===== src/hw/rtl/mwsm_pkg.sv =====
package mwsm_pkg;

	localparam int NUM_WHEELS = 4;

	localparam int ADDR_W   = 5;
	localparam int DATA_W   = 32;
	localparam int REG_IDX_W = 3;

	localparam logic [REG_IDX_W-1:0] REG_AXIS_INVERT     = 3'd0;
	localparam logic [REG_IDX_W-1:0] REG_WHEEL_REVERSE   = 3'd1;
	localparam logic [REG_IDX_W-1:0] REG_INV_WHEEL_RADIUS = 3'd2;
	localparam logic [REG_IDX_W-1:0] REG_HALF_BASE_SUM   = 3'd3;
	localparam logic [REG_IDX_W-1:0] REG_MAX_WHEEL_SPEED = 3'd4;
	localparam logic [REG_IDX_W-1:0] REG_ZERO_BAND       = 3'd5;

	// command axis after optional negation
	localparam int AXIS_W = 17;
	// linear sum or difference of two axes
	localparam int LIN_W  = 18;
	// mixed wheel term in units of 2^-16
	localparam int MIX_W  = 34;
	// gained wheel term in units of 2^-24
	localparam int PROD_W = 51;
	// rounded magnitude, unsigned Q27.8
	localparam int MAG_W  = 35;
	localparam int FRAC_DROP = 16;

	localparam logic [PROD_W-1:0] ROUND_HALF = PROD_W'(32768);

	typedef struct packed {
		logic [2:0]  axis_invert;
		logic [3:0]  wheel_reverse;
		logic [15:0] inv_wheel_radius;
		logic [15:0] half_base_sum;
		logic [14:0] max_wheel_speed;
		logic [14:0] zero_band;
	} cfg_t;

	localparam cfg_t CFG_RESET = '{
		axis_invert:      3'd0,
		wheel_reverse:    4'd0,
		inv_wheel_radius: 16'd256,
		half_base_sum:    16'd128,
		max_wheel_speed:  15'd32767,
		zero_band:        15'd0
	};

	typedef logic signed [MIX_W-1:0] mix_t;

endpackage


===== src/hw/rtl/mwsm_wheel.sv =====
module mwsm_wheel (
	input  logic                clk,
	input  logic                en,
	input  mwsm_pkg::mix_t      mix_s2,
	input  logic [15:0]         gain,
	input  logic                rev,
	input  logic [14:0]         max_speed,
	input  logic [14:0]         zero_band,
	output logic signed [15:0]  speed_s5,
	output logic                clip_s5
);

	logic signed [mwsm_pkg::PROD_W-1:0] prod_c, prod_s3;
	logic [mwsm_pkg::PROD_W-1:0]        abs_c, rnd_c;
	logic [mwsm_pkg::MAG_W-1:0]         mag_s4;
	logic                               neg_s4;
	logic                               clip_c;
	logic [14:0]                        lim_c, band_c;
	logic signed [15:0]                 speed_c;

	assign prod_c = mix_s2 * $signed({1'b0, gain});

	always_ff @(posedge clk) begin
		if (en) begin
			prod_s3 <= prod_c;
		end
	end

	// round magnitude to nearest, ties away from zero
	assign abs_c = prod_s3[mwsm_pkg::PROD_W-1] ? unsigned'(-prod_s3) : unsigned'(prod_s3);
	assign rnd_c = abs_c + mwsm_pkg::ROUND_HALF;

	always_ff @(posedge clk) begin
		if (en) begin
			mag_s4 <= rnd_c[mwsm_pkg::PROD_W-1:mwsm_pkg::FRAC_DROP];
			neg_s4 <= prod_s3[mwsm_pkg::PROD_W-1] ^ rev;
		end
	end

	assign clip_c  = mag_s4 > mwsm_pkg::MAG_W'(max_speed);
	assign lim_c   = clip_c ? max_speed : mag_s4[14:0];
	assign band_c  = (lim_c != '0 && lim_c < zero_band) ? '0 : lim_c;
	assign speed_c = neg_s4 ? -$signed({1'b0, band_c}) : $signed({1'b0, band_c});

	always_ff @(posedge clk) begin
		if (en) begin
			speed_s5 <= speed_c;
			clip_s5  <= clip_c;
		end
	end

endmodule


===== config.mk =====
export PLATFORM = sky130hd
export DESIGN_NAME = mwsm_wheel
export DESIGN_NICKNAME = d
export VERILOG_FILES = /design/src/hw/rtl/mwsm_pkg.sv /design/src/hw/rtl/mwsm_wheel.sv
export SDC_FILE = /design/constraint.sdc
export NUM_CORES = 2
export LEC_CHECK = 0
export BUFFER_PORTS_ARGS = -buffer_cell sky130_fd_sc_hd__buf_2
export CORE_MARGIN = 2
export CORE_UTILIZATION = 27
export CTS_CLUSTER_DIAMETER = 60
export DETAILED_ROUTE_END_ITERATION = 12
export PLACE_DENSITY = 0.51
export SETUP_SLACK_MARGIN = 0.2
export SYNTH_ARGS = -nofsm -noshare
export SYNTH_HDL_FRONTEND = slang
export SYNTH_SLANG_ARGS = --single-unit

===== constraint.sdc =====
create_clock -name clk -period 17.6 [get_ports clk]
set_input_delay 5.28 -clock clk [delete_from_list [all_inputs] [get_ports clk]]
set_output_delay 5.28 -clock clk [all_outputs]
set_load 0.01 [all_outputs]

==> metrics.log <==
INFO  metric grt-ovfl-total = 0
INFO  metric slew_headroom = 29.6%
INFO  metric clock_insertion_delay_worst_skew = between 300 and 400 ps
INFO  metric async_reset_ff_share = 0%
INFO  metric critPathKind = primary input to flip-flop
INFO  metric vias = 17,900
INFO  metric fin_setup_tns = 0 ps
INFO  metric worst_hold_path.num_cells = 1
INFO  metric timing.hold.worst_endpoint = mag_s4[25]$_DFFE_PP_
INFO  metric areaGrowthSynthToFinish = 7.73%
INFO  metric worst_hold_path_startpoint = prod_s3[41]$_DFFE_PP_
INFO  metric setup.worst_path.start_class = primary input
INFO  metric cts_hold_buffers = 0
INFO  metric crit-reg2reg-launch = mag_s4[17]$_DFFE_PP_
INFO  metric report.final.hold_viol_count = 0
INFO  metric overall_track_demand_over_capacity_in_global_routing = 13.8%
INFO  metric route.detailed.drc = 0
INFO  metric synth_top_cells_by_area = fa_1 (41%), edfxtp_1 (12%), inv_1 (9.1%), ha_1 (7.5%), nand2_1 (5.8%)
INFO  metric synth_seq_area_share = about an eighth
INFO  metric category_of_the_worst_setup_path_capture_point = flip-flop
INFO  metric fmax = 0.0807 GHz
INFO  metric cts.sink_count = 104
INFO  metric clk_pin_slew = 80 ps
INFO  metric critical_path.slowest_cell = buf_2
INFO  metric fp.dieW = just over 300 um
INFO  metric mappedNetlistArea = roughly 25,000 sq um
INFO  metric combined_flip_flop_and_latch_cell_area = between 3000 and 4000 sq um
INFO  metric rows = roughly 110
INFO  metric grt_setup_unrepaired = no
INFO  metric timing.final.setup_violations = 0
INFO  metric outcome = finished, final reports clean
INFO  metric max_cap_violations = 0
INFO  metric final_antenna_net_count = 0
INFO  metric cts_inserted_buffers = 9
INFO  metric synth_top_cell_area_share = just over 40%
INFO  metric pin_count = 100
INFO  metric ys_warn_count = 0
INFO  metric crit_arrival = 12,520 ps
INFO  metric number_of_h_tree_branching_levels = 3
INFO  metric starting_utilization_of_the_core_area = 27.2%
INFO  metric cts.repair_timing.setup_buffer_count = 0
INFO  metric postSynth.topFlopCell = edfxtp_1
INFO  metric cell_count_after_synthesis = 2,747
INFO  metric yosys_register_bits = 104
INFO  metric r2r_setup_slack = 10,110 ps
INFO  metric multi_input_gate_area_in_the_final_layout = 19,500 sq um
INFO  metric final_worst_path_cycle_share = 70.4%
INFO  metric antenna_found_initial = 1
INFO  metric cts_tree = built
INFO  metric final.setup_skew = 10.5 ps
INFO  metric cts-root-buf = clkbuf_16
INFO  metric post-dp-hpwl = slightly above 50,000 um
INFO  metric grt_pass1_vias = ~19,000
INFO  metric synth_cell_count_leaders = inv_1 (618), fa_1 (517), nand2_1 (392)
INFO  metric viasPerCell = roughly 4.5
INFO  metric port_buffers = between 90 and 100
INFO  metric tightest_pin_transition = 1060 ps
INFO  metric worst_r2r_endpoint = speed_s5[14]$_DFFE_PP_
INFO  metric drive_above_1_share = between 6 and 7%
INFO  metric finalWeightedCongestion = 0.818
INFO  metric num_antenna_cells = 0
INFO  metric layout_nets = 3,497
INFO  metric hold_ws = 660 ps
INFO  metric largest_fanout_on_the_critical_path = 34
INFO  metric clockBufferDepth = 2
INFO  metric detailedRoute.firstIterationViolations = 926
INFO  metric syn-num-nets = 3,499
INFO  metric worst-path-buf-inv = 6
INFO  metric hp-class = flip-flop to flip-flop
INFO  metric worst_path_most_repeated_cell = fa_1
INFO  metric die_height = ~310 um
INFO  metric yosys.cell_count.top_type = inv_1
INFO  metric avgSynthCellArea = 9.24 sq um
INFO  metric final_period_minus_worst_setup_slack = 12,390 ps
INFO  metric maxSlewViolCount = 0
INFO  metric drt_wl_total = 65,200 um
INFO  metric core_area = between 90,000 and 100,000 sq um
INFO  metric grt_start_max_net_pins = 84
INFO  metric timing.critical_path.required = 17,730 ps
INFO  metric worstRegToRegCells = 26
INFO  metric synthDominantAreaCellType = fa_1
INFO  metric die-area = 96,500 sq um
INFO  metric drt_pre_antenna_iters = 5
INFO  metric grt_pass1_wl = 107,000 um
INFO  metric worstPathCellList = buf_2 > nand2_1 > fa_1 > inv_1 > fa_1 > inv_1 > fa_1 > inv_1 > fa_1 > fa_1 > inv_1 > fa_1 > inv_1 > ha_1 > and4_1 > nor3b_1 > o211ai_1 > a21o_1 > a221oi_1 > o21ai_0 > o31ai_1 > nand4_1 > and4_1
INFO  metric post_synth_cell_types = 85
INFO  metric synth_enable_flop_cells = 104
INFO  metric worst_path_largest_cell_delay = 610 ps
INFO  metric cts_resized = 0
INFO  metric cell_family_contributing_the_most_delay_on_the_critical_path = adder cells
INFO  metric num-fill-cells = between 10,000 and 15,000
INFO  metric wl_per_cell = ~16 um
worst register-to-register path, stage by stage, from the launching register on:
cell      delay [ps]
edfxtp_1         350
or4_1            600
nor2_1           230
nand3_1          170
a21o_1           280
or2_1            230
buf_4            260
mux2i_1          330
inv_1             80
ha_1             300
a21o_1           160
a21o_1           170
a211oi_1         220
o21ai_0          120
a211o_1          270
a211oi_1         410
and2_1           620
or2_2            230
ha_1             290
inv_1            120
or3_1            380
or3_1            360
nor4_1           180
mux2i_1          140
or4_1            450
a211o_1          310
o311ai_1          80
logic make-up (layout without fill, tap and decap cells):
group / after synthesis / in the layout / synth area share (%)
XOR/XNOR: 109 / 109 / 3.76
adder cells (fa/ha/maj): 669 / 669 / 48.2
buffers and inverters: 736 / 739 / 11.0
flip-flops: 104 / 104 / 12.3
multiplexers: 23 / 23 / 0.961
AO/OA/AOI/OAI: 253 / 253 / 6.72
AND/OR/NAND/NOR: 853 / 853 / 17.1
metal layers:
metal / track usage (%) / share of wire, % / wire length, um / vias up
met5: 0 / 0.020 / 13 / -
met4: 2.57 / 1.5 / 995 / 2
met3: 1.30 / 4.4 / 2860 / 64
met2: 21.8 / 44 / 28700 / 425
met1: 20.5 / 50 / 32600 / 9021
li1: - / - / - / 8429
registers in the layout (all words and copies together), names as in the netlist:
signal,count
clip_s5,1
neg_s4,1
speed_s5,16
prod_s3,51
mag_s4,35
cell type report:
cell class | count | share of cell area [%]
repair buffers | 105 | 1.99
well taps | 1254 | 5.74
clock inverters | 7 | 0.325
multi-input cells | 1907 | 71.2
inverters | 618 | 8.48
clock buffers | 9 | 0.823
flip-flops and latches | 104 | 11.4
placed cells by master (no fill, tap or decap), types with 6 or more instances in the layout:
master and instances:
inv_1 618, fa_1 517, nand2_1 392, and2_1 210, ha_1 152, edfxtp_1 104
buf_2 98, nor2_1 75, xnor2_1 75, o21ai_0 54, a21oi_1 50, xor2_1 34
a21o_1 33, nand3_1 22, nor3_1 20, or3_1 19, and3_1 18, a31oi_1 18
nor4_1 17, nand4_1 13, a211oi_1 12, mux2i_1 12, mux2_2 10, nand2b_1 10
o21bai_1 9, clkbuf_16 9, o31ai_1 8, o21a_1 7, and4_1 7, buf_4 7
or4_1 6, o211ai_1 6, o22ai_1 6
per-stage QoR:
stage                     cells  setup slack [ps]  utilization [%]  instance area [sq um]
after floorplan            2747              5850                -                  25400
after detailed placement   3988              4750             29.0                  27000
final                      4004              5210             29.3                  27400
after global placement     3988              4920             29.0                  27000
after global routing       4004              4860             29.3                  27400
after CTS                  4004              5170             29.3                  27400
how the worst max path moves through the flow:
stage                  start               endpoint  slack (ps)  cells after the start
finish              gain[10]  prod_s3[50]$_DFFE_PP_        5210                     23
global route        gain[10]  prod_s3[50]$_DFFE_PP_        4860                     23
floorplan           gain[10]  prod_s3[46]$_DFFE_PP_        5850                     24
global placement    gain[10]  prod_s3[50]$_DFFE_PP_        4920                     23
CTS                 gain[10]  prod_s3[50]$_DFFE_PP_        5170                     23
detailed placement  gain[10]  prod_s3[50]$_DFFE_PP_        4750                     23
Power is left out: the tool's default activity adds up to more than one toggle a clock period on the data nets, which glitch-free logic cannot reach.
