### config.mk
export PLATFORM = sky130hd
export DESIGN_NAME = mwsm_mix
export DESIGN_NICKNAME = d
export VERILOG_FILES = /design/src/hw/rtl/mwsm_pkg.sv /design/src/hw/rtl/mwsm_mix.sv
export SDC_FILE = /design/constraint.sdc
export NUM_CORES = 1
export LEC_CHECK = 0
export BUFFER_PORTS_ARGS = -buffer_cell sky130_fd_sc_hd__buf_2
export CAP_MARGIN = 20
export CORE_MARGIN = 2
export CORE_UTILIZATION = 30
export CTS_BUF_LIST = sky130_fd_sc_hd__clkbuf_4
export CTS_CLUSTER_SIZE = 28
export DETAILED_ROUTE_END_ITERATION = 10
export PLACE_DENSITY_LB_ADDON = 0.1
export SETUP_SLACK_MARGIN = 0.02
export SYNTH_ARGS = -nofsm -noshare
export SYNTH_HDL_FRONTEND = slang
export SYNTH_SLANG_ARGS = --single-unit
### constraint.sdc
create_clock -name clk -period 16.9 [get_ports clk]
set_input_delay 3.38 -clock clk [delete_from_list [all_inputs] [get_ports clk]]
set_output_delay 3.38 -clock clk [all_outputs]
set_load 0.1 [all_outputs]
### src/hw/rtl/mwsm_pkg.sv
package mwsm_pkg;

	localparam int NUM_WHEELS = 4;

	localparam int ADDR_W   = 5;
	localparam int DATA_W   = 32;
	localparam int REG_IDX_W = 3;

	localparam logic [REG_IDX_W-1:0] REG_AXIS_INVERT     = 3'd0;
	localparam logic [REG_IDX_W-1:0] REG_WHEEL_REVERSE   = 3'd1;
	localparam logic [REG_IDX_W-1:0] REG_INV_WHEEL_RADIUS = 3'd2;
	localparam logic [REG_IDX_W-1:0] REG_HALF_BASE_SUM   = 3'd3;
	localparam logic [REG_IDX_W-1:0] REG_MAX_WHEEL_SPEED = 3'd4;
	localparam logic [REG_IDX_W-1:0] REG_ZERO_BAND       = 3'd5;

	// command axis after optional negation
	localparam int AXIS_W = 17;
	// linear sum or difference of two axes
	localparam int LIN_W  = 18;
	// mixed wheel term in units of 2^-16
	localparam int MIX_W  = 34;
	// gained wheel term in units of 2^-24
	localparam int PROD_W = 51;
	// rounded magnitude, unsigned Q27.8
	localparam int MAG_W  = 35;
	localparam int FRAC_DROP = 16;

	localparam logic [PROD_W-1:0] ROUND_HALF = PROD_W'(32768);

	typedef struct packed {
		logic [2:0]  axis_invert;
		logic [3:0]  wheel_reverse;
		logic [15:0] inv_wheel_radius;
		logic [15:0] half_base_sum;
		logic [14:0] max_wheel_speed;
		logic [14:0] zero_band;
	} cfg_t;

	localparam cfg_t CFG_RESET = '{
		axis_invert:      3'd0,
		wheel_reverse:    4'd0,
		inv_wheel_radius: 16'd256,
		half_base_sum:    16'd128,
		max_wheel_speed:  15'd32767,
		zero_band:        15'd0
	};

	typedef logic signed [MIX_W-1:0] mix_t;

endpackage

### src/hw/rtl/mwsm_mix.sv
module mwsm_mix (
	input  logic                clk,
	input  logic                en,
	input  mwsm_pkg::cfg_t      cfg,
	input  logic signed [15:0]  fwd,
	input  logic signed [15:0]  side,
	input  logic signed [15:0]  turn,
	output mwsm_pkg::mix_t      mix_s2 [mwsm_pkg::NUM_WHEELS]
);

	logic signed [mwsm_pkg::AXIS_W-1:0] vx, vy, wz;
	logic signed [mwsm_pkg::AXIS_W-1:0] fwd_x, side_x, turn_x;
	logic signed [mwsm_pkg::LIN_W-1:0]  lin_sum_c, lin_diff_c;
	logic signed [mwsm_pkg::MIX_W-1:0]  turn_c;
	logic signed [mwsm_pkg::LIN_W-1:0]  lin_sum_s1, lin_diff_s1;
	logic signed [mwsm_pkg::MIX_W-1:0]  turn_s1;
	mwsm_pkg::mix_t                     lsum, ldiff;

	assign fwd_x  = $signed({fwd[15], fwd});
	assign side_x = $signed({side[15], side});
	assign turn_x = $signed({turn[15], turn});

	assign vx = cfg.axis_invert[0] ? -fwd_x  : fwd_x;
	assign vy = cfg.axis_invert[1] ? -side_x : side_x;
	assign wz = cfg.axis_invert[2] ? -turn_x : turn_x;

	assign lin_sum_c  = $signed({vx[16], vx}) + $signed({vy[16], vy});
	assign lin_diff_c = $signed({vx[16], vx}) - $signed({vy[16], vy});
	assign turn_c     = $signed({1'b0, cfg.half_base_sum}) * wz;

	always_ff @(posedge clk) begin
		if (en) begin
			lin_sum_s1  <= lin_sum_c;
			lin_diff_s1 <= lin_diff_c;
			turn_s1     <= turn_c;
		end
	end

	// linear terms scaled to units of 2^-16
	assign lsum  = $signed({{8{lin_sum_s1[17]}}, lin_sum_s1, 8'b0});
	assign ldiff = $signed({{8{lin_diff_s1[17]}}, lin_diff_s1, 8'b0});

	always_ff @(posedge clk) begin
		if (en) begin
			mix_s2[0] <= ldiff - turn_s1;
			mix_s2[1] <= lsum + turn_s1;
			mix_s2[2] <= lsum - turn_s1;
			mix_s2[3] <= ldiff + turn_s1;
		end
	end

endmodule

==> results of run 1 <==
## per-layer routing
| layer | track usage (%) | part of all wire (%) |
|---|---|---|
| met1 | 21.74 | 47 |
| met2 | 27.68 | 47 |
| met3 | 2.156 | 3.9 |
| met4 | 3.799 | 1.7 |
| met5 | 0 | 0.075 |
## metrics by stage
step	utilization (%)	instance area [um^2]
after floorplan	-	23290
final	32.88	25380
after detailed placement	32.47	25070
after CTS	32.83	25350
after global placement	32.47	25070
after global routing	32.87	25380
## layout make-up
cell class	count	area share (%)
clock inverter	15	0.6013
timing repair buffer	213	4.367
clock buffer	17	0.5028
sequential	187	22.12
multi-input combinational	1765	61.81
tap	1040	5.126
inverter	368	5.442
antenna	3	0.02957
## sequential cells by signal, summed over array words and instances, names as in the netlist
signal	flops
turn_s1	34
lin_diff_s1	17
mix_s2	118
lin_sum_s1	18
## cell usage after synthesis, drive strengths merged (9+ instances only)
master,n,area share (%)
nand4,12,0.32
xor2,44,1.7
nand2,194,3.1
buf,39,1.3
nor2,110,1.8
nor2b,78,2.1
a31oi,14,0.38
o41ai,12,0.56
edfxtp,187,24
or3,9,0.25
o31ai,32,1.0
or4,9,0.35
o211ai,16,0.52
nand3,28,0.60
nand2b,27,0.73
a2111oi,10,0.48
nor3,37,0.80
o21bai,32,1.0
ha,264,14
a21o,37,1.2
or2,13,0.35
and2,88,2.4
xnor2,161,6.1
o21ai,66,1.4
clkbuf,77,1.6
a211oi,9,0.31
nor4,11,0.36
a21oi,147,3.2
fa,213,18
inv,366,5.9
## worst paths after layout
kind	startpoint	endpoint	slack, ns	cells after the start
worst max-delay path	turn[5]	turn_s1[30]	6.37	22
worst min-delay path	turn_s1[0]	mix_s2[102]	0.55	0
worst max register to register	turn_s1[9]	mix_s2[95]	13.13	10
worst min register to register	turn_s1[0]	mix_s2[102]	0.55	0
## logic make-up after synthesis
kind of cell / synth area share [%]
and+or+nand+nor: 13.95
DFF: 24.11
xor gates and xnor gates: 7.710
muxes: 0.2310
AOI/OAI and AO/OA: 12.67
buffers and inverters: 8.838
adders and majority gates: 32.49
==> results.py, run 1 <==
metrics = {
    "clocking": {
        "cts_hold_buffers": 0,
        "cts_tree": "yes",
        "htree_levels": 4,
        "cts_buffers": 17,
        "post_cts_buffers": 0,
        "cts_resized": 0,
        "clock_latency_ns": 0.66,
        "cts-root-buf": "clkbuf_4",
        "cts_buffer_depth": 2,
        "cts.sinks": 187,
        "path_clk_slew_ns": 0.19,
    },
    "critical_path": {
        "required_ns": 17.34,
        "critPathLaunchType": "primary input",
        "path_buf_inv": 3,
        "critPathMaxStageDelay_ns": 0.55,
        "crit_chain": "buf_2, or4_4, or4_4, o31ai_1, xnor2_2, and2_1, fa_1, fa_1, fa_1, fa_1, fa_1, inv_1, fa_1, inv_1, ha_1, a21oi_1, nand3_1, a2111oi_0, nor2_1, a211o_1, a31oi_1, xnor2_1",
        "arrival_ns": 10.96,
        "crit_top_cell": "fa_1",
        "crit_path_end_kind": "register",
        "crit_fanout": 16,
        "setup.worst_path.class": "in -> reg",
        "crit_path_top_delay_cell": "or4_4",
        "cpLargestDelayFamily": "adder cells",
    },
    "finish": {
        "multi_input_area_um2": 15690,
        "area.growth.synth_to_final_pct": 8.999,
        "final_common_cell": "inv_1",
        "most-common-layout-cells": "inv_1 (366), ha_1 (264), fa_1 (213), buf_2 (203), nand2_1 (194)",
        "drive_gt1_share_pct": 11.62,
        "stdcell_count": 3608,
        "nFillCells": 8089,
        "regArea_um2": 5615,
        "nets": 3148,
    },
    "drt": {
        "ant_nets": 0,
        "totalWireLength_mm": 63.95,
        "first_pass_iters": 5,
        "vias_per_cell": 4.693,
        "detail_route.wl_per_cell_um": 17.73,
        "vias": 16930,
        "drcViolationCount": 0,
        "drt_first_iter_violations": 821,
    },
    "floorplan": {
        "die_h_um": 282.6,
        "dieArea_um2": 79870,
        "initial_core_util_pct": 30.16,
        "dieWidth_um": 282.6,
        "num_rows": 102,
        "core_area_um2": 77210,
        "io_pins": 255,
    },
    "synthesis": {
        "netlist_instances": 2436,
        "post_synth_instance_area_um2": 23290,
        "ys_types": 82,
        "syn_nets": 3032,
        "synth-warning-count": 0,
        "syn_area_per_cell_um2": 9.560,
        "synth_ff_type": "edfxtp_1",
        "synth-seq-area-share_pct": 24.11,
        "synth-seq-cells": 187,
        "ys_async_sr_fraction_pct": 0,
        "synth_edf_count": 187,
    },
    "global_routing": {
        "antenna_found_initial": 13,
        "grt_first_pass_wirelength_mm": 100.9,
        "grt_pass1_vias": 17990,
        "grt_max_degree": 119,
        "grt-ovfl-total": 0,
        "grt_use_total_pct": 16.23,
    },
    "timing": {
        "setup_slack_ns": 6.372,
        "post-route-period-util_pct": 62.30,
        "finClkSkew_ns": 0.03449,
        "fin_tns_setup_ns": 0,
        "worstMarginPinSlew_ns": 1.045,
        "fin_hold_ws_ns": 0.5496,
        "timing.fmax_mhz": 94.98,
        "timing.slew.headroom_pct": 28.52,
        "setup_violations": 0,
        "rsz0062_at_grt": "no",
        "slew_violations": 0,
        "finalHoldViolations": 0,
        "layout_min_cycle_time_ns": 10.53,
    },
    "flow_run": {
        "drv_cap": 0,
    },
    "place": {
        "place_inst": 3571,
        "io_buffers": 204,
        "place_congestion": 0.8880,
        "dp_slack_ns": 5.500,
        "dpl.hpwl_mm": 52.32,
    },
    "worst_hold_path": {
        "holdCritPathClass": "reg -> reg",
    },
    "status": {
        "status": "completed",
    },
}
Power of run 1 is left out: the tool's default activity adds up to more than one toggle a clock period on the data nets, which glitch-free logic cannot reach.
==> run 2: changes to the inputs <==
Clock period 16.9 ns to 8.7 ns, I/O delays scaled along.
==> results.py, run 2 (synthesized netlist as in run 1, its figures left out) <==
metrics = {
    "status": {
        "status": "completed",
    },
    "drt": {
        "ant_nets": 0,
        "vias_per_cell": 4.674,
        "drt_first_iter_violations": 840,
        "first_pass_iters": 5,
        "drcViolationCount": 0,
        "vias": 17250,
        "totalWireLength_mm": 62.68,
        "detail_route.wl_per_cell_um": 16.98,
    },
    "worst_hold_path": {
        "min-delay-start": "turn_s1[0]",
        "holdCritPathClass": "reg -> reg",
    },
    "floorplan": {
        "num_rows": 102,
        "die_h_um": 282.6,
        "core_area_um2": 77210,
        "initial_core_util_pct": 30.16,
        "io_pins": 255,
        "dieArea_um2": 79870,
        "dieWidth_um": 282.6,
    },
    "global_routing": {
        "grt_max_degree": 118,
        "grt_first_pass_wirelength_mm": 99.42,
        "grt_pass1_vias": 18140,
        "grt-ovfl-total": 0,
        "grt_use_total_pct": 15.87,
        "antenna_found_initial": 13,
    },
    "timing": {
        "post-route-period-util_pct": 95.51,
        "setup_violations": 0,
        "slew_violations": 0,
        "layout_min_cycle_time_ns": 8.310,
        "timing.fmax_mhz": 120.3,
        "fin_hold_ws_ns": 0.5682,
        "finClkSkew_ns": 0.03454,
        "rsz0062_at_grt": "no",
        "finalHoldViolations": 0,
        "worstMarginPinSlew_ns": 0.9873,
        "timing.slew.headroom_pct": 34.18,
    },
    "finish": {
        "drive_gt1_share_pct": 13.89,
        "largest_reg_flops": 118,
        "final_common_cell": "inv_1",
        "area.growth.synth_to_final_pct": 11.55,
        "most-common-layout-cells": "inv_1 (366), ha_1 (264), fa_1 (213), buf_2 (203), nand2_1 (194)",
        "regMostFlops": "mix_s2",
        "nets": 3226,
        "top_regs": "mix_s2 (118), turn_s1 (34), lin_sum_s1 (18)",
        "nFillCells": 8068,
    },
    "critical_path": {
        "crit_fanout": 10,
        "startpoint": "turn[5]",
        "cpLargestDelayFamily": "adder cells",
        "critPathMaxStageDelay_ns": 0.55,
        "crit_chain": "buf_2, or4_4, or4_4, o41ai_1, xnor2_1, buf_4, nand2_1, fa_1, inv_1, fa_1, fa_1, fa_1, fa_1, inv_1, fa_1, inv_1, ha_1, a21oi_1, nand3_1, a2111oi_0, nor2_1, a211o_1, a31oi_1, xnor2_1",
        "r2r_start": "turn_s1[9]",
        "critPathLaunchType": "primary input",
        "setup.worst_path.class": "in -> reg",
        "arrival_ns": 8.72,
        "required_ns": 9.11,
        "crit_top_cell": "fa_1",
        "crit_path_top_delay_cell": "fa_1",
        "path_buf_inv": 5,
        "crit_path_end_kind": "register",
    },
    "flow_run": {
        "drv_cap": 0,
    },
    "clocking": {
        "cts_tree": "yes",
        "clock_latency_ns": 0.65,
        "cts_buffers": 17,
        "htree_levels": 4,
        "cts-root-buf": "clkbuf_4",
        "path_clk_slew_ns": 0.19,
        "cts.sinks": 187,
        "post_cts_buffers": 0,
        "cts_hold_buffers": 0,
        "cts_buffer_depth": 2,
    },
    "place": {
        "io_buffers": 204,
        "dpl.hpwl_mm": 52.55,
        "place_congestion": 0.8575,
    },
}
-- run 2: through the flow --
step	cell area (um^2)	util [%]	setup TNS, ns	instances	worst slack [ns]
after floorplan	23290	-	0	2436	0.1040
after global placement	25650	33.22	-2.404	3651	-0.3191
after detailed placement	25650	33.22	-4.065	3651	-0.4475
after CTS	25950	33.61	0	3683	0.3302
after global routing	25960	33.63	0	3685	0.03676
final	25980	33.64	0	3691	0.3902
-- run 2: final timing paths --
kind,depth (start not counted),slack [ns],endpoint
setup / recovery,24,0.39,turn_s1[30]
hold / removal,0,0.57,mix_s2[102]
setup reg to reg,10,4.91,mix_s2[95]
hold reg to reg,0,0.57,mix_s2[102]
-- run 2: metal layers --
layer / up-vias / GRT usage (%) / wire, um
met5: - / 0 / 53
met4: 8 / 3.907 / 1000
met3: 65 / 1.925 / 2998
met2: 326 / 27.39 / 29890
met1: 8364 / 21.04 / 28740
li1: 8487 / - / -
-- run 2: layout make-up --
class | count | area (um^2) | area share, %
clock inverters | 15 | 176.4 | 0.6791
flip-flops and latches | 187 | 5615 | 21.62
clock buffers | 17 | 127.6 | 0.4913
diodes | 8 | 20.02 | 0.07706
inverters | 368 | 1381 | 5.317
repair buffers | 291 | 1733 | 6.671
multi-input cells | 1765 | 15620 | 60.14
well taps | 1040 | 1301 | 5.009
-- run 2: timing repair --
action	4_1_cts	5_1_grt
resized for setup	0	1
hold endpoints to repair	0	0
setup endpoints to repair	0	3
Power of run 2 is left out for the same reason.
==> run 3: changes to the inputs <==
Clock period 8.7 ns to 9.46 ns, I/O delays scaled along.
==> results.py, run 3 (synthesized netlist as in run 1, its figures left out) <==
metrics = {
    "status": {
        "status": "completed",
    },
    "place": {
        "dp_slack_ns": -0.005414,
        "dpl.hpwl_mm": 52.31,
        "place_congestion": 0.8814,
        "io_buffers": 204,
    },
    "clocking": {
        "path_clk_slew_ns": 0.19,
        "post_cts_buffers": 0,
        "clock_latency_ns": 0.67,
        "cts_buffers": 17,
        "cts_tree": "yes",
        "cts.sinks": 187,
        "cts_hold_buffers": 0,
        "htree_levels": 4,
        "cts_resized": 0,
        "cts-root-buf": "clkbuf_4",
        "cts_buffer_depth": 2,
    },
    "drt": {
        "drcViolationCount": 0,
        "detail_route.wl_per_cell_um": 17.24,
        "first_pass_iters": 6,
        "ant_nets": 0,
        "drt_first_iter_violations": 805,
        "totalWireLength_mm": 62.80,
        "vias_per_cell": 4.701,
        "vias": 17130,
    },
    "timing": {
        "finalHoldViolations": 0,
        "setup_slack_ns": 0.7092,
        "timing.slew.headroom_pct": 34.16,
        "setup_violations": 0,
        "finClkSkew_ns": 0.04161,
        "timing.fmax_mhz": 114.3,
        "fin_tns_setup_ns": 0,
        "layout_min_cycle_time_ns": 8.751,
        "post-route-period-util_pct": 92.50,
        "worstMarginPinSlew_ns": 0.9748,
        "fin_hold_ws_ns": 0.5487,
        "slew_violations": 0,
        "rsz0062_at_grt": "no",
    },
    "floorplan": {
        "die_h_um": 282.6,
        "dieWidth_um": 282.6,
        "core_area_um2": 77210,
        "dieArea_um2": 79870,
        "num_rows": 102,
        "io_pins": 255,
        "initial_core_util_pct": 30.16,
    },
    "global_routing": {
        "grt-ovfl-total": 0,
        "grt_max_degree": 121,
        "grt_pass1_vias": 17990,
        "antenna_found_initial": 12,
        "grt_use_total_pct": 15.95,
        "grt_first_pass_wirelength_mm": 99.64,
    },
    "critical_path": {
        "critPathLaunchType": "primary input",
        "crit_fanout": 8,
        "required_ns": 9.88,
        "crit_path_end_kind": "register",
        "arrival_ns": 9.17,
        "setup.worst_path.class": "in -> reg",
    },
    "finish": {
        "drive_gt1_share_pct": 12.33,
        "nFillCells": 8104,
        "largest_reg_flops": 118,
        "most-common-layout-cells": "inv_1 (366), ha_1 (264), fa_1 (213), buf_2 (203), nand2_1 (194)",
        "regMostFlops": "mix_s2",
        "nets": 3179,
        "top_regs": "mix_s2 (118), turn_s1 (34), lin_sum_s1 (18)",
        "area.growth.synth_to_final_pct": 9.794,
        "final_common_cell": "inv_1",
    },
    "flow_run": {
        "drv_cap": 0,
    },
    "worst_hold_path": {
        "holdCritPathClass": "reg -> reg",
    },
}
## run 3: final timing paths
kind                                  from     endpoint  slack (ns)  depth (start not counted)
worst max register to register  turn_s1[9]   mix_s2[95]        5.62                         10
worst min-delay path            turn_s1[0]  mix_s2[102]        0.55                          0
worst min register to register  turn_s1[0]  mix_s2[102]        0.55                          0
worst max-delay path               turn[5]  turn_s1[26]        0.71                         23
## run 3: area by class of cell
type                       count  area [um^2]  share of cell area, %
clock inverter                15        173.9                 0.6802
sequential                   187         5615                  21.96
tap                         1040         1301                  5.089
inverter                     368         1381                  5.402
antenna                        7        17.52                0.06851
multi-input combinational   1765        15620                  61.10
clock buffer                  17        127.6                 0.4991
timing repair buffer         244         1330                  5.202
## run 3: through the flow
stage	area, um^2	util, %	instances
detailed placement	25250	32.70	3604
finish	25570	33.12	3643
CTS	25550	33.09	3636
global route	25550	33.10	3637
global placement	25250	32.70	3604
floorplan	23290	-	2436
## run 3: routing by layer
| layer | share of wire, % | track usage, % |
|---|---|---|
| met4 | 1.5 | 3.595 |
| met1 | 47 | 21.57 |
| met5 | 0.080 | 0 |
| met2 | 48 | 27.26 |
| met3 | 4.4 | 1.817 |
## run 3: worst max-delay path: stages
cell and delay [ns]:
buf_2 0.12, or4_4 0.56, or4_4 0.53, o21ai_0 0.23, xnor2_1 0.40, nand2_1 0.16, fa_1 0.51, inv_1 0.05
fa_1 0.50, inv_1 0.05, fa_1 0.53, inv_1 0.05, fa_1 0.49, fa_1 0.52, fa_1 0.42, ha_1 0.36
a21o_1 0.20, o21bai_1 0.19, a2111oi_0 0.59, nor2_1 0.22, buf_4 0.19, a311oi_1 0.31, xnor2_1 0.10
Power of run 3 is left out for the same reason.
