### config.mk
export PLATFORM = sky130hd
export DESIGN_NAME = mwsm_cfg
export DESIGN_NICKNAME = d
export VERILOG_FILES = /design/src/hw/rtl/mwsm_pkg.sv /design/src/hw/rtl/mwsm_cfg.sv
export SDC_FILE = /design/constraint.sdc
export NUM_CORES = 1
export LEC_CHECK = 0
export BUFFER_PORTS_ARGS = -buffer_cell sky130_fd_sc_hd__buf_4
export CAP_MARGIN = 20
export CORE_MARGIN = 5
export CORE_UTILIZATION = 48
export DETAILED_ROUTE_END_ITERATION = 10
export GPL_ROUTABILITY_DRIVEN = 0
export GPL_TIMING_DRIVEN = 0
export PLACE_DENSITY = 0.86
export SLEW_MARGIN = 20
export SYNTH_ARGS = -nofsm -noshare
export SYNTH_HDL_FRONTEND = slang
export SYNTH_SLANG_ARGS = --single-unit
### constraint.sdc
create_clock -name clk -period 1.25 [get_ports clk]
set_input_delay 0.125 -clock clk [delete_from_list [all_inputs] [get_ports clk]]
set_output_delay 0.125 -clock clk [all_outputs]
set_load 0.005 [all_outputs]
### src/hw/rtl/mwsm_pkg.sv
package mwsm_pkg;

	localparam int NUM_WHEELS = 4;

	localparam int ADDR_W   = 5;
	localparam int DATA_W   = 32;
	localparam int REG_IDX_W = 3;

	localparam logic [REG_IDX_W-1:0] REG_AXIS_INVERT     = 3'd0;
	localparam logic [REG_IDX_W-1:0] REG_WHEEL_REVERSE   = 3'd1;
	localparam logic [REG_IDX_W-1:0] REG_INV_WHEEL_RADIUS = 3'd2;
	localparam logic [REG_IDX_W-1:0] REG_HALF_BASE_SUM   = 3'd3;
	localparam logic [REG_IDX_W-1:0] REG_MAX_WHEEL_SPEED = 3'd4;
	localparam logic [REG_IDX_W-1:0] REG_ZERO_BAND       = 3'd5;

	// command axis after optional negation
	localparam int AXIS_W = 17;
	// linear sum or difference of two axes
	localparam int LIN_W  = 18;
	// mixed wheel term in units of 2^-16
	localparam int MIX_W  = 34;
	// gained wheel term in units of 2^-24
	localparam int PROD_W = 51;
	// rounded magnitude, unsigned Q27.8
	localparam int MAG_W  = 35;
	localparam int FRAC_DROP = 16;

	localparam logic [PROD_W-1:0] ROUND_HALF = PROD_W'(32768);

	typedef struct packed {
		logic [2:0]  axis_invert;
		logic [3:0]  wheel_reverse;
		logic [15:0] inv_wheel_radius;
		logic [15:0] half_base_sum;
		logic [14:0] max_wheel_speed;
		logic [14:0] zero_band;
	} cfg_t;

	localparam cfg_t CFG_RESET = '{
		axis_invert:      3'd0,
		wheel_reverse:    4'd0,
		inv_wheel_radius: 16'd256,
		half_base_sum:    16'd128,
		max_wheel_speed:  15'd32767,
		zero_band:        15'd0
	};

	typedef logic signed [MIX_W-1:0] mix_t;

endpackage

### src/hw/rtl/mwsm_cfg.sv
module mwsm_cfg (
	input  logic                         clk,
	input  logic                         arst_n,
	input  logic                         psel,
	input  logic                         penable,
	input  logic                         pwrite,
	input  logic [mwsm_pkg::ADDR_W-1:0]  paddr,
	input  logic [mwsm_pkg::DATA_W-1:0]  pwdata,
	output logic [mwsm_pkg::DATA_W-1:0]  prdata,
	output logic                         pready,
	output mwsm_pkg::cfg_t               cfg
);

	mwsm_pkg::cfg_t                    cfg_q;
	logic [mwsm_pkg::REG_IDX_W-1:0]    idx;
	logic                              wr_en;

	assign pready = 1'b1;
	assign idx    = paddr[mwsm_pkg::ADDR_W-1:2];
	assign wr_en  = psel && penable && pwrite && pready;
	assign cfg    = cfg_q;

	always_ff @(posedge clk or negedge arst_n) begin
		if (!arst_n) begin
			cfg_q <= mwsm_pkg::CFG_RESET;
		end else if (wr_en) begin
			unique case (idx)
				mwsm_pkg::REG_AXIS_INVERT:      cfg_q.axis_invert      <= pwdata[2:0];
				mwsm_pkg::REG_WHEEL_REVERSE:    cfg_q.wheel_reverse    <= pwdata[3:0];
				mwsm_pkg::REG_INV_WHEEL_RADIUS: cfg_q.inv_wheel_radius <= pwdata[15:0];
				mwsm_pkg::REG_HALF_BASE_SUM:    cfg_q.half_base_sum    <= pwdata[15:0];
				mwsm_pkg::REG_MAX_WHEEL_SPEED:  cfg_q.max_wheel_speed  <= pwdata[14:0];
				mwsm_pkg::REG_ZERO_BAND:        cfg_q.zero_band        <= pwdata[14:0];
				default: begin
				end
			endcase
		end
	end

	always_comb begin
		unique case (idx)
			mwsm_pkg::REG_AXIS_INVERT:      prdata = 32'(cfg_q.axis_invert);
			mwsm_pkg::REG_WHEEL_REVERSE:    prdata = 32'(cfg_q.wheel_reverse);
			mwsm_pkg::REG_INV_WHEEL_RADIUS: prdata = 32'(cfg_q.inv_wheel_radius);
			mwsm_pkg::REG_HALF_BASE_SUM:    prdata = 32'(cfg_q.half_base_sum);
			mwsm_pkg::REG_MAX_WHEEL_SPEED:  prdata = 32'(cfg_q.max_wheel_speed);
			mwsm_pkg::REG_ZERO_BAND:        prdata = 32'(cfg_q.zero_band);
			default:                        prdata = '0;
		endcase
	end

endmodule

==> metrics.json, run 1 <==
{
  "timing": {
    "finalHoldWorstSlack_ns": 0.0206,
    "worstMarginPinSlew_ns": 0.871,
    "rsz0062_at_grt": "yes",
    "report.final.slew_viol_count": 0,
    "achievable-frequency_mhz": 626,
    "post_route_fraction_of_the_period_consumed_by_the_critical_path": 1.28,
    "setup_slack_ns": -0.349,
    "layout_min_cycle_time_ns": 1.60,
    "maxSlewHeadroom": 0.419,
    "tns_setup_ns": -2.16,
    "hold_viol": 0,
    "fin_skew_ns": 0,
    "finalSetupViolCount": 15
  },
  "clock_tree": {
    "clock_tree_from_tritoncts": "yes",
    "longest_clk_path_bufs": 2,
    "clock_tree.root_cell": "sky130_fd_sc_hd__clkbuf_8",
    "cts_made_buffers": 9,
    "numClockSinks": 69,
    "path_clk_slew_ns": 0.08,
    "cts.htree.levels": 3,
    "worst_skew_pair.late_latency_ns": 0.34
  },
  "grt": {
    "overall_global_routing_resource_usage": 0.203,
    "vias_in_the_first_global_route": 2600,
    "grt-ovfl-total": 0,
    "global_route_wire_length_before_repair_um": 13500,
    "antenna_found_initial": 0,
    "grt_max_degree": 70
  },
  "power_and_ir_drop": {
    "leakage_nw": 2.40,
    "net_sw_power_mw": 1.99,
    "power_internal_mw": 5.24,
    "post-layout-total-power_mw": 7.23,
    "clockPowerShare": 0.281,
    "p_per_area_nw_per_um2": 1500,
    "sequentialPowerShare": 0.431,
    "power_switching_share": 0.275,
    "max-vdd-ir-drop_uv": 900,
    "share_comb_of_total_power": 0.288
  },
  "critical_path": {
    "critical_path_class": "reg2out",
    "worstSetupEndpointType": "primary output",
    "worst-r2r-setup-slack_ns": 0.24,
    "worstReg2RegStart": "cfg[30]",
    "reg2reg_depth": 3,
    "critPathMaxFanout": 2,
    "reg2reg_to": "cfg[30]",
    "timing.critical_path.required_ns": 1.12,
    "worstPathArrival_ns": 1.47,
    "setup.worst_path.start_class": "register"
  },
  "synth": {
    "synth_cell_type_count": 26,
    "gate_count_of_the_mapped_netlist": 236,
    "ys_seq_area_frac": 0.520,
    "synth.ff_latch_count": 69,
    "syn-cell-area_um2": 3360,
    "synth_area_per_cell_um2": 14.2,
    "ys.warnings.count": 0
  },
  "worst_hold_path": {
    "timing.hold.worst_endpoint": "cfg[61]",
    "min_path_cells": 2,
    "hold_class": "in2reg",
    "hold_path_startpoint": "pwdata[15]"
  },
  "detailed_routing": {
    "routed_via_density": 5.11,
    "wl_um": 9020,
    "drt-pass1-iter-count": 4,
    "ant_nets": 0,
    "drt_drc_violations_left": 0,
    "detailedRoute.firstIterationViolations": 56,
    "num_vias": 2490,
    "route.detailed.wl_per_inst_um": 18.5
  },
  "finish": {
    "largest_register_ff_count": 69,
    "net_total_in_the_final_layout": 428,
    "register_area_um2": 1750,
    "multi_input_area_um2": 1490,
    "syn2layout_area_growth_pct": 43.2,
    "nFillCells": 480,
    "antennaDiodeCount": 0,
    "layout-drive-gt1-share": 0.691
  },
  "placed_design": {
    "detailedPlacementHpwl_um": 6160,
    "portBuffers": 105
  },
  "floorplan": {
    "die_area_um2": 8770,
    "die_h_um": 93.7,
    "initial_core_util": 0.494,
    "chipWidth_um": 93.7,
    "core_region_area_um2": 6790,
    "design.portCount": 144,
    "placementRows": 30
  },
  "flow_run": {
    "maxCapViolCount": 0
  },
  "status": {
    "failed_checks": "setup timing",
    "status": "complete, but fails checks"
  }
}
[layout make-up]
class / count / area share
Tap cell: 96 / 0.0250
Clock buffer: 9 / 0.0257
Clock inverter: 7 / 0.0205
Buffer: 31 / 0.0562
Sequential cell: 69 / 0.363
Multi-Input combinational cell: 148 / 0.309
Inverter: 3 / 0.00234
Timing Repair Buffer: 124 / 0.198
[routing by layer]
metal,wire length [um],vias to the layer above,part of all wire,global-route usage
met2,4580,85,0.51,0.354
met5,0,-,0,0
li1,-,1131,-,-
met4,146,0,0.016,0.0830
met3,619,15,0.069,0.0569
met1,3680,1259,0.41,0.236
[metrics by stage]
stage / instance area (um2) / instances / utilization / worst slack [ns]
2_1_floorplan: 3490 / 251 / - / -0.0102
3_3_place_gp: 4400 / 452 / 0.647 / -0.259
3_5_place_dp: 4400 / 452 / 0.647 / -0.252
4_1_cts: 4700 / 477 / 0.692 / -0.359
5_1_grt: 4810 / 487 / 0.708 / -0.406
6_report: 4810 / 487 / 0.708 / -0.349
[kinds of logic (layout without fill, tap and decap cells)]
family                 count (synthesis)  after routing  share of synthesized area
multiplexers                         100            100                      0.331
flip-flops                            69             69                      0.520
buffers and inverters                 34            174                     0.0730
AO/OA/AOI/OAI                         19             19                     0.0361
AND/OR/NAND/NOR                       12             12                     0.0372
other                                  2             17                    0.00224
[Yosys cell counts]
master / number / area share
sky130_fd_sc_hd__mux2_2: 66 / 0.22
sky130_fd_sc_hd__dfrtp_1: 52 / 0.39
sky130_fd_sc_hd__mux2i_1: 29 / 0.086
sky130_fd_sc_hd__buf_4: 20 / 0.045
sky130_fd_sc_hd__dfstp_2: 17 / 0.13
sky130_fd_sc_hd__o22ai_1: 13 / 0.024
sky130_fd_sc_hd__buf_6: 5 / 0.017
sky130_fd_sc_hd__buf_2: 4 / 0.0060
sky130_fd_sc_hd__nor2_4: 4 / 0.013
sky130_fd_sc_hd__inv_1: 3 / 0.0034
sky130_fd_sc_hd__mux2_1: 3 / 0.010
sky130_fd_sc_hd__nand2b_1: 3 / 0.0056
sky130_fd_sc_hd__conb_1: 2 / 0.0022
sky130_fd_sc_hd__mux4_2: 2 / 0.013
sky130_fd_sc_hd__o21ai_0: 2 / 0.0030
sky130_fd_sc_hd__a211o_1: 1 / 0.0026
sky130_fd_sc_hd__a21oi_1: 1 / 0.0015
sky130_fd_sc_hd__buf_1: 1 / 0.0011
sky130_fd_sc_hd__clkbuf_1: 1 / 0.0011
sky130_fd_sc_hd__nand4_2: 1 / 0.0037
sky130_fd_sc_hd__nand4b_4: 1 / 0.0071
sky130_fd_sc_hd__nor2_1: 1 / 0.0011
sky130_fd_sc_hd__nor3_2: 1 / 0.0030
sky130_fd_sc_hd__o21a_1: 1 / 0.0022
sky130_fd_sc_hd__o221ai_1: 1 / 0.0026
sky130_fd_sc_hd__or3_4: 1 / 0.0034
[worst max path at each step]
stage / slack, ns / start / endpoint / depth (start not counted)
after floorplan: -0.01 / paddr[3] / cfg[10] / 6
after global placement: -0.26 / paddr[3] / prdata[10] / 6
after detailed placement: -0.25 / paddr[3] / prdata[10] / 6
after CTS: -0.36 / cfg[30] / prdata[0] / 4
after global routing: -0.41 / cfg[32] / prdata[2] / 4
final: -0.35 / cfg[30] / prdata[0] / 4
[power groups by stage]
stage,sequential [mW],combinational [mW],clock (mW)
floorplan,3.11,0.783,0
global placement,3.13,1.81,0
detailed placement,3.16,1.85,0
CTS,3.11,1.96,2.05
global route,3.17,2.24,2.15
finish,3.12,2.08,2.03
[layout by cell type, fill, tap and decap left out, types with 2 or more instances in the layout]
master and count:
sky130_fd_sc_hd__o22ai_2 2, sky130_fd_sc_hd__buf_4 135, sky130_fd_sc_hd__conb_1 17, sky130_fd_sc_hd__mux2i_1 29
sky130_fd_sc_hd__clkbuf_8 9, sky130_fd_sc_hd__mux2_2 57, sky130_fd_sc_hd__mux2_4 9, sky130_fd_sc_hd__mux4_2 2
sky130_fd_sc_hd__buf_6 15, sky130_fd_sc_hd__o22ai_1 11, sky130_fd_sc_hd__clkinv_4 2, sky130_fd_sc_hd__nand2b_4 2
sky130_fd_sc_hd__buf_2 3, sky130_fd_sc_hd__dfstp_2 17, sky130_fd_sc_hd__bufinv_16 2, sky130_fd_sc_hd__o21ai_1 2
sky130_fd_sc_hd__mux2_1 3, sky130_fd_sc_hd__dfrtp_1 52, sky130_fd_sc_hd__nor2_4 4, sky130_fd_sc_hd__inv_2 2
[timing repair]
| action | in CTS | in global routing |
|---|---|---|
| endpoints found under the setup margin | 16 | 17 |
| endpoints found under the hold margin | 52 | 0 |
| setup buffers | 8 | 11 |
| pin swaps | 2 | 12 |
| resized for setup | 6 | 13 |
| hold buffers | 1 | 0 |
[critical path: stages, from the launching register on]
cell	delay [ns]
sky130_fd_sc_hd__dfrtp_1	0.40
sky130_fd_sc_hd__mux4_2	0.46
sky130_fd_sc_hd__nand2b_1	0.08
sky130_fd_sc_hd__o21ai_1	0.06
sky130_fd_sc_hd__buf_4	0.13
(Power assumes the default switching activity.)
==> inputs of run 2 (changes only) <==
Settings changed: CELL_PAD_IN_SITES_DETAIL_PLACEMENT from default to 1, CELL_PAD_IN_SITES_GLOBAL_PLACEMENT from default to 1, CORE_UTILIZATION 48 to 37.
Clock period 1.25 ns to 1.6 ns, I/O delays scaled along.
==> run 2 against run 1 <==
Compared with the run above: the run still ends with setup timing left; count of clock-buffer cells in the layout is 2 higher; global-route usage is 2.5 points lower; sequential share of layout area is 1.6 points higher; hold slack better by 0.037 ns; non-clock buffer count is 8 lower; total power is 27% lower; critical path depth stayed put; cell count is 0.82% higher; via count is 2.0% lower; sequential cell count stayed put; cell area is 4.1% lower; utilization is 18 points lower; critical path type unchanged; largest power group unchanged.
==> metrics.json, run 2 (same netlist as run 1, synthesis figures left out) <==
{
  "flow_run": {
    "maxCapViolCount": {"value": 0, "change": "unchanged"}
  },
  "worst_hold_path": {
    "hold_path_startpoint": "pwdata[15]",
    "min_path_cells": {"value": 2, "change": "unchanged"},
    "hold_class": "in2reg",
    "timing.hold.worst_endpoint": "cfg[45]"
  },
  "detailed_routing": {
    "drt_drc_violations_left": {"value": 0, "change": "unchanged"},
    "route.detailed.wl_per_inst": {"value": 19.6, "unit": "um", "change": "+6.1%"},
    "num_vias": {"value": 2440, "change": "-2.0%"},
    "drt-pass1-iter-count": {"value": 4, "change": "unchanged"},
    "ant_nets": {"value": 0, "change": "unchanged"},
    "met1_wl": {"value": 3810, "unit": "um", "change": "+3.6%"},
    "wl": {"value": 9650, "unit": "um", "change": "+7.0%"},
    "detailedRoute.firstIterationViolations": {"value": 77, "change": "+38%"},
    "topRoutingLayerUsed": "met4",
    "met2WireLength": {"value": 4830, "unit": "um", "change": "+5.6%"},
    "routed_via_density": {"value": 4.97, "change": "-2.8%"},
    "routed-wl-met3": {"value": 907, "unit": "um", "change": "+47%"}
  },
  "clock_tree": {
    "cts.htree.levels": {"value": 3, "change": "unchanged"},
    "longest_clk_path_bufs": {"value": 2, "change": "unchanged"},
    "clock_tree_from_tritoncts": "yes",
    "path_clk_slew": {"value": 0.07, "unit": "ns", "change": "about the same"},
    "numClockSinks": {"value": 69, "change": "unchanged"},
    "clock_tree.root_cell": "sky130_fd_sc_hd__clkbuf_8",
    "worst_skew_pair.late_latency": {"value": 0.33, "unit": "ns", "change": "about the same"},
    "cts_made_buffers": {"value": 9, "change": "unchanged"}
  },
  "critical_path": {
    "timing.critical_path.required": {"value": 1.44, "unit": "ns", "change": "+0.32 ns"},
    "worst-r2r-setup-slack": {"value": 0.51, "unit": "ns", "change": "+0.27 ns"},
    "worstReg2RegStart": "cfg[66]",
    "reg2reg_to": "cfg[66]",
    "worstPathArrival": {"value": 1.48, "unit": "ns", "change": "about the same"},
    "reg2reg_depth": {"value": 3, "change": "unchanged"},
    "critical_path_class": "reg2out",
    "worstSetupEndpointType": "primary output",
    "critPathMaxFanout": {"value": 2, "change": "unchanged"},
    "setup.worst_path.start_class": "register"
  },
  "timing": {
    "finalSetupViolCount": {"value": 2, "change": "-13"},
    "setup_slack": {"value": -0.0361, "unit": "ns", "change": "+0.312 ns"},
    "maxSlewHeadroom": {"value": 0.419, "change": "about the same"},
    "achievable-frequency_mhz": 611,
    "layout_min_cycle_time_ns": 1.64,
    "rsz0062_at_grt": "yes",
    "fin_skew": {"value": 0, "unit": "ns", "change": "unchanged"},
    "report.final.slew_viol_count": {"value": 0, "change": "unchanged"},
    "post_route_fraction_of_the_period_consumed_by_the_critical_path": 1.02,
    "worstMarginPinSlew": {"value": 0.872, "unit": "ns", "change": "+0.000399 ns"},
    "hold_viol": {"value": 0, "change": "unchanged"}
  },
  "placed_design": {
    "dp_cells": {"value": 464, "change": "+2.7%"},
    "portBuffers": {"value": 105, "change": "unchanged"},
    "dp_slack": {"value": -0.152, "unit": "ns", "change": "+0.100 ns"},
    "detailedPlacementHpwl": {"value": 6820, "unit": "um", "change": "+11%"}
  },
  "finish": {
    "layout-drive-gt1-share": {"value": 0.663, "change": "-0.0274"},
    "syn2layout_area_growth_pct": 37.3,
    "most-common-layout-cells": "135 x sky130_fd_sc_hd__buf_4, 66 x sky130_fd_sc_hd__mux2_2, 52 x sky130_fd_sc_hd__dfrtp_1",
    "multi_input_area": {"value": 1420, "unit": "um2", "change": "-4.4%"},
    "largest_register_ff_count": {"value": 69, "change": "unchanged"},
    "register_area": {"value": 1750, "unit": "um2", "change": "unchanged"},
    "nFillCells": {"value": 978, "change": "+100%"},
    "finish.cell_count_without_fillers": {"value": 491, "change": "+0.82%"},
    "layout_commonest_cell": "sky130_fd_sc_hd__buf_4",
    "net_total_in_the_final_layout": {"value": 420, "change": "-1.9%"},
    "antennaDiodeCount": {"value": 0, "change": "unchanged"}
  },
  "grt": {
    "antenna_found_initial": {"value": 0, "change": "unchanged"},
    "global_route_wire_length_before_repair": {"value": 15400, "unit": "um", "change": "+15%"},
    "grt_max_degree": {"value": 70, "change": "unchanged"},
    "overall_global_routing_resource_usage": {"value": 0.179, "change": "-0.0246"},
    "grt-ovfl-total": {"value": 0, "change": "unchanged"},
    "vias_in_the_first_global_route": {"value": 2766, "change": "+6.4%"}
  },
  "power_and_ir_drop": {
    "post-layout-total-power": {"value": 5.30, "unit": "mW", "change": "-27%"},
    "max-vdd-ir-drop": {"value": 545, "unit": "uV", "change": "-39%"},
    "leakage": {"value": 2.29, "unit": "nW", "change": "-4.5%"},
    "p_per_area": {"value": 1150, "unit": "nW/um2", "change": "-23%"}
  },
  "floorplan": {
    "die_h": {"value": 105, "unit": "um", "change": "+12%"},
    "die_area": {"value": 11100, "unit": "um2", "change": "+26%"},
    "core_region_area": {"value": 8810, "unit": "um2", "change": "+30%"},
    "chipWidth": {"value": 105, "unit": "um", "change": "+12%"},
    "placementRows": {"value": 34, "change": "+13%"},
    "design.portCount": {"value": 144, "change": "unchanged"},
    "initial_core_util": {"value": 0.382, "change": "-0.113"}
  },
  "status": {
    "status": "complete, but fails checks",
    "failed_checks": "setup timing"
  }
}
run 2: cell types whose count changed in the layout (fill, tap and decap cells not counted), moves of 2 or more:
cell / previous run / this run
sky130_fd_sc_hd__clkinv_2: 1 / 3
sky130_fd_sc_hd__nand2b_4: 2 / 0
sky130_fd_sc_hd__buf_6: 15 / 5
sky130_fd_sc_hd__o22ai_2: 2 / 0
sky130_fd_sc_hd__mux2_4: 9 / 0
sky130_fd_sc_hd__nand2b_1: 1 / 3
sky130_fd_sc_hd__o22ai_1: 11 / 13
sky130_fd_sc_hd__clkbuf_1: 0 / 2
sky130_fd_sc_hd__clkinv_4: 2 / 0
sky130_fd_sc_hd__mux2_2: 57 / 66
run 2: how the worst max path moves through the flow:
| stage | start | endpoint | slack, ns | depth (start not counted) |
|---|---|---|---|---|
| finish | cfg[66] | prdata[0] | -0.04 | 4 |
| global route | cfg[66] | prdata[0] | -0.12 | 4 |
| CTS | cfg[30] | prdata[0] | -0.03 | 4 |
| detailed placement | paddr[4] | prdata[8] | -0.15 | 6 |
| global placement | paddr[4] | prdata[14] | -0.13 | 6 |
| floorplan | paddr[4] | cfg[35] | 0.21 | 6 |
run 2: stage by stage:
step / area [um2] / hold slack [ns] / TNS [ns] / utilization
finish: 4610 / 0.0574 / -0.0575 / 0.524
global route: 4610 / 0.0471 / -0.213 / 0.524
CTS: 4590 / 0.0459 / -0.0649 / 0.521
detailed placement: 4340 / 0.332 / -2.59 / 0.493
global placement: 4340 / 0.312 / -1.70 / 0.493
floorplan: 3420 / -0.136 / 0 / -
run 2: cell type report:
cell class	instances	share of cell area
clock buffers	11	0.0285
repair buffers	116	0.189
inverters	3	0.00244
plain buffers	31	0.0518
clock inverters	5	0.0114
well taps	108	0.0293
multi-input cells	148	0.308
flip-flops and latches	69	0.379
run 2: critical path, cell delays in order (launching register included):
cell	delay, ns
sky130_fd_sc_hd__dfrtp_1	0.41
sky130_fd_sc_hd__mux4_2	0.46
sky130_fd_sc_hd__nand2b_1	0.08
sky130_fd_sc_hd__o21ai_1	0.06
sky130_fd_sc_hd__buf_4	0.14
run 2: metal layers:
layer / global-route usage / up-vias
met5: 0 / -
met4: 0.0440 / 0
met3: 0.0776 / 9
met2: 0.307 / 90
met1: 0.205 / 1239
li1: - / 1102
run 2: timing repair:
item | in CTS | in global routing
buffers inserted | 7 | 3
endpoints found under the hold margin | 52 | 0
endpoints found under the setup margin | 13 | 7
resized for setup | 3 | 2
pin swaps | 1 | 0
hold buffers | 1 | 0
run 2: power by group:
part           internal [mW]  switching, mW  leakage (nW)  total, mW
Combinational          0.958          0.557          1.36       1.51
Clock                  0.713          0.650        0.0931       1.36
Sequential              2.15          0.277         0.842       2.43
==> inputs of run 3 (changes only) <==
Settings changed: SETUP_SLACK_MARGIN from default to 0.4.
==> run 3 against run 2 <==
Compared with the run above: critical path type unchanged; clock skew unchanged; critical endpoint is now prdata[2]; the run still ends with setup timing left; via count up 3.1%; sequential share of layout area down 4.1 points; wire length up 13%; count of clock-buffer cells in the layout down 1; hold slack better by 0.0019 ns; critical path depth unchanged; non-clock buffer count up 21; utilization up 6.3 points; cell count up 4.3%; combinational power up 28%; register-to-register slack worse by 0.04 ns.
==> metrics.json, run 3 (same netlist as run 1, synthesis figures left out) <==
{
  "status": {
    "status": "complete, but fails checks",
    "failed_checks": "setup timing"
  },
  "power_and_ir_drop": {
    "p_per_area": {"value": 1190, "unit": "nW/um2", "change": "+3.6%"},
    "leakage": {"value": 2.57, "unit": "nW", "change": "+12%"},
    "max-vdd-ir-drop": {"value": 527, "unit": "uV", "change": "-3.4%"}
  },
  "clock_tree": {
    "numClockSinks": {"value": 69, "change": "unchanged"},
    "longest_clk_path_bufs": {"value": 2, "change": "unchanged"},
    "clock_tree.root_cell": "sky130_fd_sc_hd__clkbuf_8",
    "cts_made_buffers": {"value": 9, "change": "unchanged"},
    "cts.htree.levels": {"value": 3, "change": "unchanged"},
    "clock_tree_from_tritoncts": "yes",
    "worst_skew_pair.late_latency": {"value": 0.34, "unit": "ns", "change": "about the same"},
    "path_clk_slew": {"value": 0.08, "unit": "ns", "change": "about the same"}
  },
  "floorplan": {
    "core_region_area": {"value": 8810, "unit": "um2", "change": "unchanged"},
    "die_area": {"value": 11100, "unit": "um2", "change": "unchanged"},
    "die_h": {"value": 105, "unit": "um", "change": "unchanged"},
    "design.portCount": {"value": 144, "change": "unchanged"},
    "initial_core_util": {"value": 0.382, "change": "unchanged"},
    "chipWidth": {"value": 105, "unit": "um", "change": "unchanged"},
    "placementRows": {"value": 34, "change": "unchanged"}
  },
  "finish": {
    "most-common-layout-cells": "114 x sky130_fd_sc_hd__buf_4, 52 x sky130_fd_sc_hd__dfrtp_1, 44 x sky130_fd_sc_hd__buf_6",
    "final_core_utilization": {"value": 0.587, "change": "+0.0628"},
    "register_area": {"value": 1750, "unit": "um2", "change": "unchanged"},
    "multi_input_area": {"value": 1560, "unit": "um2", "change": "+9.7%"},
    "antennaDiodeCount": {"value": 0, "change": "unchanged"},
    "largest_register_ff_count": {"value": 69, "change": "unchanged"},
    "layout_commonest_cell": "sky130_fd_sc_hd__buf_4",
    "nFillCells": {"value": 919, "change": "-6.0%"},
    "net_total_in_the_final_layout": {"value": 441, "change": "+5.0%"},
    "design_area": {"value": 5170, "unit": "um2", "change": "+12%"},
    "layout-drive-gt1-share": {"value": 0.703, "change": "+0.0398"},
    "syn2layout_area_growth_pct": 53.8
  },
  "timing": {
    "rsz0062_at_grt": "yes",
    "setup_slack": {"value": -0.0683, "unit": "ns", "change": "-0.0322 ns"},
    "achievable-frequency": {"value": 599, "unit": "MHz", "change": "-1.9%"},
    "report.final.slew_viol_count": {"value": 0, "change": "unchanged"},
    "maxSlewHeadroom": {"value": 0.578, "change": "+0.159"},
    "hold_viol": {"value": 0, "change": "unchanged"},
    "post_route_fraction_of_the_period_consumed_by_the_critical_path": {"value": 1.04, "change": "+0.0201"},
    "finalSetupViolCount": {"value": 2, "change": "unchanged"},
    "fin_skew": {"value": 0, "unit": "ns", "change": "unchanged"},
    "worstMarginPinSlew": {"value": 0.633, "unit": "ns", "change": "-0.239 ns"},
    "layout_min_cycle_time": {"value": 1.67, "unit": "ns", "change": "+0.0322 ns"}
  },
  "detailed_routing": {
    "drt-pass1-iter-count": {"value": 3, "change": "-1"},
    "num_vias": {"value": 2516, "change": "+3.1%"},
    "routed_via_density": {"value": 4.91, "change": "-1.1%"},
    "drt_drc_violations_left": {"value": 0, "change": "unchanged"},
    "detailedRoute.firstIterationViolations": {"value": 45, "change": "-42%"},
    "wl": {"value": 10900, "unit": "um", "change": "+13%"},
    "ant_nets": {"value": 0, "change": "unchanged"},
    "route.detailed.wl_per_inst": {"value": 21.2, "unit": "um", "change": "+8.1%"}
  },
  "grt": {
    "antenna_found_initial": {"value": 0, "change": "unchanged"},
    "overall_global_routing_resource_usage": {"value": 0.183, "change": "+0.00463"},
    "grt-ovfl-total": {"value": 0, "change": "unchanged"},
    "vias_in_the_first_global_route": {"value": 2773, "change": "+0.25%"},
    "grt_max_degree": {"value": 70, "change": "unchanged"},
    "global_route_wire_length_before_repair": {"value": 15800, "unit": "um", "change": "+2.5%"}
  },
  "critical_path": {
    "critical_path_class": "reg2out",
    "worstPathArrival": {"value": 1.51, "unit": "ns", "change": "+0.03 ns"},
    "worstSetupEndpointType": "primary output",
    "timing.critical_path.required": {"value": 1.44, "unit": "ns", "change": "about the same"},
    "setup.worst_path.start_class": "register",
    "critPathMaxFanout": {"value": 2, "change": "unchanged"}
  },
  "placed_design": {
    "portBuffers": {"value": 105, "change": "unchanged"},
    "placed_cell_area": {"value": 4500, "unit": "um2", "change": "+3.8%"},
    "detailedPlacementHpwl": {"value": 7140, "unit": "um", "change": "+4.7%"}
  },
  "flow_run": {
    "maxCapViolCount": {"value": 0, "change": "unchanged"}
  },
  "worst_hold_path": {
    "hold_class": "in2reg"
  }
}
run 3: cell count changes in the layout (fill, tap and decap cells not counted), sizes merged:
cell / change
buf: +22
bufinv: +2
clkbuf: -2
clkinvlp: -1
run 3: report_power, final:
group / leakage [nW] / switching, mW / internal, mW
clock network: 0.120 / 0.707 / 1.04
registers: 0.842 / 0.319 / 2.15
logic: 1.60 / 0.648 / 1.29
run 3: per-layer routing:
layer	vias up	GRT usage	routed length [um]
met1	1310	0.223	4530
li1	1143	-	-
met3	2	0.0410	377
met2	61	0.323	5910
met5	-	0	0
met4	0	0.0590	54
run 3: critical path, cell delays in order, from the launching register on:
cell	delay, ns
sky130_fd_sc_hd__dfrtp_1	0.43
sky130_fd_sc_hd__mux4_2	0.46
sky130_fd_sc_hd__inv_1	0.07
sky130_fd_sc_hd__o22ai_1	0.06
sky130_fd_sc_hd__buf_4	0.14
run 3: stage by stage:
| stage | cells | setup TNS, ns | hold WS, ns | power, mW | worst slack [ns] |
|---|---|---|---|---|---|
| 2_1_floorplan | 251 | 0 | -0.136 | 3.11 | 0.308 |
| 3_3_place_gp | 464 | -0.00121 | 0.321 | 3.95 | -0.00121 |
| 3_5_place_dp | 464 | -0.00222 | 0.340 | 4.03 | -0.00222 |
| 4_1_cts | 494 | -0.0983 | 0.0366 | 5.89 | -0.0742 |
| 5_1_grt | 512 | -0.246 | 0.0384 | 6.43 | -0.127 |
| 6_report | 512 | -0.126 | 0.0593 | 6.15 | -0.0683 |
run 3: timing repair:
| item | in CTS | in global routing |
|---|---|---|
| endpoints found under the hold margin | 52 | 0 |
| resized for setup | 11 | 42 |
| hold buffers | 1 | 0 |
| setup endpoints to repair | 17 | 83 |
| cloned | 0 | 0 |
| buffers inserted | 13 | 18 |
| pin swaps | 2 | 12 |
run 3: final timing paths:
| check | from | to | slack [ns] | cells past startpoint |
|---|---|---|---|---|
| min | pwdata[15] | cfg[61] | 0.06 | 2 |
| min reg2reg | cfg[60] | cfg[60] | 0.54 | 1 |
| max in group asynchronous | arst_n | cfg[41] | 0.74 | 2 |
| min in group asynchronous | arst_n | cfg[67] | 0.42 | 2 |
| max reg2reg | cfg[32] | cfg[32] | 0.47 | 4 |
| max | cfg[64] | prdata[2] | -0.07 | 4 |
run 3: final cells by class:
type	count	share of cell area
sequential	69	0.338
multi-input combinational	148	0.302
timing repair buffer	137	0.228
buffer	31	0.0569
tap	108	0.0262
clock buffer	10	0.0247
clock inverter	6	0.0218
inverter	3	0.00218
